[src/rtl/css_pkg.sv]
// Package: character codes, totals layout and defaults for the CIGAR statistics block.
`default_nettype none
package css_pkg;

    localparam int DEFAULT_COUNT_WIDTH = 32;
    localparam int OUT_WIDTH           = 32;
    localparam int CHAR_WIDTH          = 8;

    localparam logic [CHAR_WIDTH-1:0] CH_0  = 8'h30;
    localparam logic [CHAR_WIDTH-1:0] CH_9  = 8'h39;
    localparam logic [CHAR_WIDTH-1:0] CH_M  = 8'h4D;
    localparam logic [CHAR_WIDTH-1:0] CH_I  = 8'h49;
    localparam logic [CHAR_WIDTH-1:0] CH_D  = 8'h44;
    localparam logic [CHAR_WIDTH-1:0] CH_N  = 8'h4E;
    localparam logic [CHAR_WIDTH-1:0] CH_S  = 8'h53;
    localparam logic [CHAR_WIDTH-1:0] CH_H  = 8'h48;
    localparam logic [CHAR_WIDTH-1:0] CH_P  = 8'h50;
    localparam logic [CHAR_WIDTH-1:0] CH_X  = 8'h58;
    localparam logic [CHAR_WIDTH-1:0] CH_EQ = 8'h3D;

    localparam int N_TOT      = 8;
    localparam int TOT_MIS    = 0;
    localparam int TOT_MAT    = 1;
    localparam int TOT_DEL    = 2;
    localparam int TOT_INS    = 3;
    localparam int TOT_INSLEN = 4;
    localparam int TOT_SOFT   = 5;
    localparam int TOT_HARD   = 6;
    localparam int TOT_SPAN   = 7;

    localparam int N_OUT = 8;

endpackage
`default_nettype wire

[src/rtl/css_accum.sv]
// Run-length parser and saturating per-string totals.
`default_nettype none
module css_accum
    import css_pkg::*;
#(
    parameter int COUNT_WIDTH = DEFAULT_COUNT_WIDTH
) (
    input  wire logic                                  i_clk,
    input  wire logic                                  i_rst_n,
    input  wire logic                                  i_en,
    input  wire logic [CHAR_WIDTH-1:0]                 i_char,
    input  wire logic                                  i_last,
    output logic      [N_TOT-1:0][COUNT_WIDTH-1:0]     o_tot
);

    localparam int W = COUNT_WIDTH;

    logic [W-1:0]              r_run;
    logic [W-1:0]              n_run;
    logic [N_TOT-1:0][W-1:0]   r_tot;
    logic [N_TOT-1:0][W-1:0]   n_tot;
    logic [W+3:0]              run_x10;
    logic [3:0]                digit;
    logic                      is_digit;
    logic                      is_op;

    function automatic logic [W-1:0] sat_add(input logic [W-1:0] a, input logic [W-1:0] b);
        logic [W:0] s;
        s = {1'b0, a} + {1'b0, b};
        return s[W] ? {W{1'b1}} : s[W-1:0];
    endfunction

    assign is_digit = (i_char >= CH_0) && (i_char <= CH_9);
    assign is_op    = (i_char == CH_M) || (i_char == CH_I) || (i_char == CH_D) ||
                      (i_char == CH_N) || (i_char == CH_S) || (i_char == CH_H) ||
                      (i_char == CH_P) || (i_char == CH_X) || (i_char == CH_EQ);
    assign digit    = 4'(i_char - CH_0);
    assign run_x10  = {1'b0, r_run, 3'b000} + {3'b000, r_run, 1'b0} + (W+4)'(digit);

    always_comb begin
        n_run = r_run;
        n_tot = r_tot;
        if (is_digit) begin
            n_run = (run_x10[W+3:W] != 4'd0) ? {W{1'b1}} : run_x10[W-1:0];
        end else if (is_op) begin
            n_run = '0;
            if ((i_char == CH_M) || (i_char == CH_D) || (i_char == CH_N) ||
                (i_char == CH_X) || (i_char == CH_EQ)) begin
                n_tot[TOT_SPAN] = sat_add(r_tot[TOT_SPAN], r_run);
            end
            if (i_char == CH_X) begin
                n_tot[TOT_MIS] = sat_add(r_tot[TOT_MIS], r_run);
            end
            if (i_char == CH_EQ) begin
                n_tot[TOT_MAT] = sat_add(r_tot[TOT_MAT], r_run);
            end
            if (i_char == CH_D) begin
                n_tot[TOT_DEL] = sat_add(r_tot[TOT_DEL], W'(1));
            end
            if (i_char == CH_I) begin
                n_tot[TOT_INS]    = sat_add(r_tot[TOT_INS], W'(1));
                n_tot[TOT_INSLEN] = sat_add(r_tot[TOT_INSLEN], r_run);
            end
            if (i_char == CH_S) begin
                n_tot[TOT_SOFT] = sat_add(r_tot[TOT_SOFT], r_run);
            end
            if (i_char == CH_H) begin
                n_tot[TOT_HARD] = sat_add(r_tot[TOT_HARD], r_run);
            end
        end
    end

    always_ff @(posedge i_clk) begin
        if (!i_rst_n) begin
            r_run <= '0;
            r_tot <= '0;
        end else if (i_en) begin
            if (i_last) begin
                r_run <= '0;
                r_tot <= '0;
            end else begin
                r_run <= n_run;
                r_tot <= n_tot;
            end
        end
    end

    assign o_tot = n_tot;

endmodule
`default_nettype wire

[src/rtl/cigar_string_statistics.sv]
// Top level of the CIGAR string statistics block: stream ports, pipeline and result register.
`default_nettype none
// Takes one CIGAR character per cycle and, on the character marked tlast, emits one
// 256-bit result with the string's totals; the next string may start in the very next
// cycle. A character passes an input register, then the parser updates its totals;
// on the last character the totals are captured, and from them the saturating
// query length is formed into the output register. Throughput is one character per
// cycle, limited only by downstream tready.
// All totals saturate at 2**COUNT_WIDTH-1; each output field carries its low 32 bits.
module cigar_string_statistics
    import css_pkg::*;
#(
    parameter int COUNT_WIDTH = DEFAULT_COUNT_WIDTH
) (
    input  wire logic                       i_clk,
    input  wire logic                       i_rst_n,
    input  wire logic                       i_s_axis_tvalid,
    output logic                            o_s_axis_tready,
    input  wire logic [7:0]                 i_s_axis_tdata,  // [7:0] char_code
    input  wire logic                       i_s_axis_tlast,  // last_char
    output logic                            o_m_axis_tvalid,
    input  wire logic                       i_m_axis_tready,
    // [31:0] query_length, [63:32] mismatch_length, [95:64] match_length,
    // [127:96] deletion_events, [159:128] insertion_events, [191:160] soft_clip_length,
    // [223:192] hard_clip_length, [255:224] reference_span
    output logic [N_OUT*OUT_WIDTH-1:0]      o_m_axis_tdata
);

    localparam int W = COUNT_WIDTH;

    logic                          r_in_valid;
    logic [CHAR_WIDTH-1:0]         r_in_char;
    logic                          r_in_last;
    logic                          r_tot_valid;
    logic [N_TOT-1:0][W-1:0]       r_tot;
    logic                          r_out_valid;
    logic [N_OUT-1:0][OUT_WIDTH-1:0] r_out;
    logic [N_OUT-1:0][OUT_WIDTH-1:0] n_out;
    logic [N_TOT-1:0][W-1:0]       acc_tot;
    logic [W+2:0]                  q_sum;
    logic [W-1:0]                  q_sat;
    logic                          out_free;
    logic                          tot_free;
    logic                          tot_adv;
    logic                          in_adv;

    assign out_free = !r_out_valid || i_m_axis_tready;
    assign tot_adv  = r_tot_valid && out_free;
    assign tot_free = !r_tot_valid || out_free;
    assign in_adv   = r_in_valid && (!r_in_last || tot_free);
    assign o_s_axis_tready = !r_in_valid || in_adv;

    always_ff @(posedge i_clk) begin
        if (!i_rst_n) begin
            r_in_valid <= 1'b0;
        end else if (o_s_axis_tready) begin
            r_in_valid <= i_s_axis_tvalid;
        end
    end

    always_ff @(posedge i_clk) begin
        if (o_s_axis_tready && i_s_axis_tvalid) begin
            r_in_char <= i_s_axis_tdata;
            r_in_last <= i_s_axis_tlast;
        end
    end

    css_accum #(
        .COUNT_WIDTH (W)
    ) u_accum (
        .i_clk   (i_clk),
        .i_rst_n (i_rst_n),
        .i_en    (in_adv),
        .i_char  (r_in_char),
        .i_last  (r_in_last),
        .o_tot   (acc_tot)
    );

    always_ff @(posedge i_clk) begin
        if (!i_rst_n) begin
            r_tot_valid <= 1'b0;
        end else if (tot_free) begin
            r_tot_valid <= in_adv && r_in_last;
        end
    end

    always_ff @(posedge i_clk) begin
        if (tot_free && in_adv && r_in_last) begin
            r_tot <= acc_tot;
        end
    end

    assign q_sum = (W+3)'(r_tot[TOT_MIS]) + (W+3)'(r_tot[TOT_MAT]) +
                   (W+3)'(r_tot[TOT_INSLEN]) + (W+3)'(r_tot[TOT_SOFT]) +
                   (W+3)'(r_tot[TOT_HARD]);
    assign q_sat = (q_sum[W+2:W] != 3'd0) ? {W{1'b1}} : q_sum[W-1:0];

    always_comb begin
        n_out[0] = OUT_WIDTH'(q_sat);
        n_out[1] = OUT_WIDTH'(r_tot[TOT_MIS]);
        n_out[2] = OUT_WIDTH'(r_tot[TOT_MAT]);
        n_out[3] = OUT_WIDTH'(r_tot[TOT_DEL]);
        n_out[4] = OUT_WIDTH'(r_tot[TOT_INS]);
        n_out[5] = OUT_WIDTH'(r_tot[TOT_SOFT]);
        n_out[6] = OUT_WIDTH'(r_tot[TOT_HARD]);
        n_out[7] = OUT_WIDTH'(r_tot[TOT_SPAN]);
    end

    always_ff @(posedge i_clk) begin
        if (!i_rst_n) begin
            r_out_valid <= 1'b0;
        end else if (out_free) begin
            r_out_valid <= r_tot_valid;
        end
    end

    always_ff @(posedge i_clk) begin
        if (tot_adv) begin
            r_out <= n_out;
        end
    end

    assign o_m_axis_tvalid = r_out_valid;
    assign o_m_axis_tdata  = r_out;

    a_last_captured: assert property (@(posedge i_clk) disable iff (!i_rst_n)
        (in_adv && r_in_last) |=> r_tot_valid)
        else $error("last character did not load the totals stage");

    a_tot_held: assert property (@(posedge i_clk) disable iff (!i_rst_n)
        (r_tot_valid && !out_free) |=> (r_tot_valid && $stable(r_tot)))
        else $error("stalled totals changed");

    a_out_loaded: assert property (@(posedge i_clk) disable iff (!i_rst_n)
        tot_adv |=> o_m_axis_tvalid)
        else $error("totals moved without an output result");

    a_no_drop: assert property (@(posedge i_clk) disable iff (!i_rst_n)
        (r_in_valid && r_in_last && !in_adv) |=> (r_in_valid && r_in_last))
        else $error("blocked last character was dropped");

endmodule
`default_nettype wire
[config.mk]
export PLATFORM = sky130hd
export DESIGN_NAME = cigar_string_statistics
export DESIGN_NICKNAME = d
export VERILOG_FILES = /design/src/rtl/css_pkg.sv /design/src/rtl/css_accum.sv /design/src/rtl/cigar_string_statistics.sv
export SDC_FILE = /design/constraint.sdc
export NUM_CORES = 2
export LEC_CHECK = 0
export BUFFER_PORTS_ARGS = -buffer_cell sky130_fd_sc_hd__buf_2
export CAP_MARGIN = 10
export CORE_MARGIN = 1.5
export CORE_UTILIZATION = 62
export CTS_BUF_LIST = sky130_fd_sc_hd__clkbuf_4
export CTS_CLUSTER_DIAMETER = 200
export DETAILED_ROUTE_END_ITERATION = 16
export GPL_TIMING_DRIVEN = 0
export HOLD_SLACK_MARGIN = 0.12
export PLACE_DENSITY_LB_ADDON = 0.05
export SYNTH_ARGS = -nofsm -noshare
export SYNTH_HDL_FRONTEND = slang
export SYNTH_SLANG_ARGS = --single-unit
[constraint.sdc]
create_clock -name i_clk -period 27.5 [get_ports i_clk]
set_input_delay 2.75 -clock i_clk [delete_from_list [all_inputs] [get_ports i_clk]]
set_output_delay 2.75 -clock i_clk [all_outputs]
set_load 0.01 [all_outputs]
==> results.toml <==
[die]
rows = 99
die_y_um = 273.9
pin_count = 271
initial_core_util = 0.6245
core_area_um2 = 72830
die_area_um2 = 75000
dieWidth_um = 273.9

[sta]
finalWorstSetupSlack_ps = 20480
layout_min_cycle_time_ps = 7018
fmax_mhz = 142.5
slew_violations = 0
slew_headroom = 0.09152
rsz0062_at_grt = "no"
tns_ps = 0
skew_ps = 70.24
period_share = 0.2552
hold_viol = 0
setup_viol = 0
tightest_slew_ps = 1363

[clock_tree]
cts_tree = "done"
cts_buffer_depth = 3
root_buffer = "clkbuf_4"
cts.sinks = 812
ctsHoldBuffers = 0
post_cts_buffers = 0
htree_levels = 4
path_clk_slew_ps = 70
clk_latency_ps = 1100
cts_resized = 0
cts_buffers = 204

[grt]
grt_start_max_net_pins = 41
grt.overflow.total = 0
grt_usage = 0.3669
grt_pass1_vias = 35210
antenna_found_initial = 3
grt_pass1_wl_mm = 205.1

[final_layout]
layout.cells.non_filler = 6085
fin_area_um2 = 51250
layout-drive-gt1-share = 0.1294
area_growth_pct = 12.66
final_common_cell = "edfxtp_1"
fin_nets = 5349
layout_common_cells = "521 x edfxtp_1, 414 x nor2_1, 377 x a21oi_1, 366 x inv_1, 322 x nand2_1"

[power]
p_int_uw = 1927
total_leakage_power_uw = 0.02220
total_power_uw = 2601
p_comb_frac = 0.074
pwr-share-seq = 0.508
p_sw_uw = 673.3
clkPwrFrac = 0.417
pwr_density_cell_nw_per_um2 = 50.75
swShare = 0.2589
ir_worst_vdd_v = 0.00005403

[setup_path]
crit_chain = "inv_1 > fa_1 > fa_1 > inv_1 > fa_1 > ha_1 > inv_1 > fa_1 > nor2b_1 > o21ai_0 > o21ai_0 > a41oi_1 > o31ai_1 > a31oi_1 > o21ai_0 > a221oi_1 > mux2i_1 > nor4_2 > clkbuf_1 > o21ai_0"
critical-path-top-delay-family = "compound AO/OA/AOI/OAI gates"
worst_ep_arrival_time_ps = 7800
critPathMaxFanout = 10
cp-start-kind = "flop"
timing.critical_path.buf_inv = 4
slowest_delay_ps = 830
crit_required_ps = 28290
crit_slowest_cell = "nor4_2"
path_class = "flop to flop"
critPathCaptureType = "flop"

[yosys]
synth_edf_count = 521
async_reset_ff_frac = 0
ys_warn_count = 0
ys_ff_latch = 812
synth.distinct_cells = 83
syn_area_per_cell_um2 = 10.23
synthCells = 4447
seq_area_frac_synth = 0.4720
syn_area_um2 = 45480
syn_nets = 4855
synth_ff_type = "edfxtp_1"

[routing]
drt-pass1-iter-count = 8
drc_errors = 0
via_per_inst = 6.121
wire_per_inst_um = 22.86
routed_wl_mm = 139.1
via_count = 37250
ant_nets = 0
drtIter0Drc = 3590

[placement]
place_ws_ps = 20530
port_buffers = 270
hpwl_mm = 105.2
place_inst = 5694
routabilityCongestion = 0.9714
postPlaceCellArea_um2 = 48420

[job]
cap_violations = 0

[hold_path]
hold_path_class = "flop to flop"

[outcome]
outcome = "finished, final reports clean"
## registers in the layout, summed over array words and instances (netlist names)
| name | flops |
|---|---|
| n_out | 224 |
| o_m_axis_tvalid | 1 |
| r_tot_valid | 1 |
| u_accum.r_run | 32 |
| r_in_char | 8 |
| r_tot | 32 |
| r_in_valid | 1 |
| o_m_axis_tdata | 256 |
| r_in_last | 1 |
| u_accum.r_tot | 256 |
## cell families (layout without fill, tap and decap cells)
logic type,Yosys count,count (layout),synth area share
other,0,2,0
AND/OR/NAND/NOR,1111,1111,0.1113
buffers and inverters,533,1210,0.04456
multiplexers,8,8,0.001816
AO/OA/AOI/OAI,1329,1329,0.1948
flip-flops,812,812,0.4720
XOR/XNOR,259,259,0.04987
adder cells (fa/ha/maj),395,395,0.1257
## area by class of cell
cell class              instances  area [um^2]
fillers                      5657        21590
repair buffers                288         1722
clock buffers                 301         2260
clock inverters                88        559.3
flip-flops and latches        812        21470
diodes                          2        5.005
plain buffers                 165        645.6
inverters                     368         1381
well taps                     959         1200
multi-input cells            3102        22000
## per-layer routing
layer	track usage	vias to the layer above	share of wire
li1	-	17270	-
met1	0.4855	17860	0.40
met2	0.5758	1785	0.45
met3	0.07777	336	0.097
met4	0.1780	0	0.047
met5	0	-	0
## power groups by stage
| stage | combinational (uW) | clock, uW | sequential [uW] |
|---|---|---|---|
| finish | 193 | 1090 | 1320 |
| global route | 208 | 1160 | 1320 |
| CTS | 189 | 1100 | 1320 |
| detailed placement | 188 | 0 | 1350 |
| global placement | 177 | 0 | 1360 |
| floorplan | 112 | 0 | 1360 |
## synthesized netlist by cell type (all sizes together), types with 34 or more instances
cell type | number | area (um^2)
a211oi | 42 | 315.3
a22oi | 39 | 292.8
a22o | 130 | 1139
edfxtp | 521 | 15650
xor2 | 113 | 989.7
fa | 103 | 2062
o21bai | 34 | 255.2
dfxtp | 291 | 5826
xnor2 | 146 | 1279
nor3 | 49 | 245.2
nand3 | 75 | 375.4
o22a | 57 | 499.2
and3 | 41 | 256.5
a21oi | 377 | 1887
nand2b | 40 | 250.2
o21ai | 229 | 1146
ha | 292 | 3654
o21a | 54 | 405.4
a21o | 119 | 893.4
inv | 366 | 1374
nor2 | 415 | 1558
nor2b | 38 | 237.7
a31oi | 57 | 362.8
clkbuf | 151 | 566.8
nand2 | 323 | 1220
nand4 | 41 | 256.5
## through the flow
| step | utilization | hold WS (ps) |
|---|---|---|
| final | 0.7036 | 403.9 |
| after global routing | 0.7035 | 404.3 |
| after CTS | 0.7035 | 374.6 |
| after detailed placement | 0.6648 | 404.5 |
| after global placement | 0.6595 | 401.7 |
| after floorplan | - | 400.3 |
## final timing paths
path	cells after the start	startpoint	endpoint	slack, ps
max	20	n_out[65]$_DFFE_PP_	o_m_axis_tdata[3]$_SDFFCE_PP1P_	20480
min	0	n_out[139]$_DFFE_PP_	o_m_axis_tdata[139]$_DFFE_PP_	400
max reg2reg	20	n_out[65]$_DFFE_PP_	o_m_axis_tdata[3]$_SDFFCE_PP1P_	20480
min reg2reg	0	n_out[139]$_DFFE_PP_	o_m_axis_tdata[139]$_DFFE_PP_	400
## worst register-to-register path, stage by stage (launching register included)
cell,delay (ps)
edfxtp_1,410
inv_1,160
fa_1,460
fa_1,580
inv_1,90
fa_1,440
ha_1,230
inv_1,90
fa_1,200
nor2b_1,60
o21ai_0,220
o21ai_0,220
a41oi_1,430
o31ai_1,260
a31oi_1,420
o21ai_0,350
a221oi_1,330
mux2i_1,140
nor4_2,830
clkbuf_1,610
o21ai_0,210
Power figures use the tool's default switching activity.
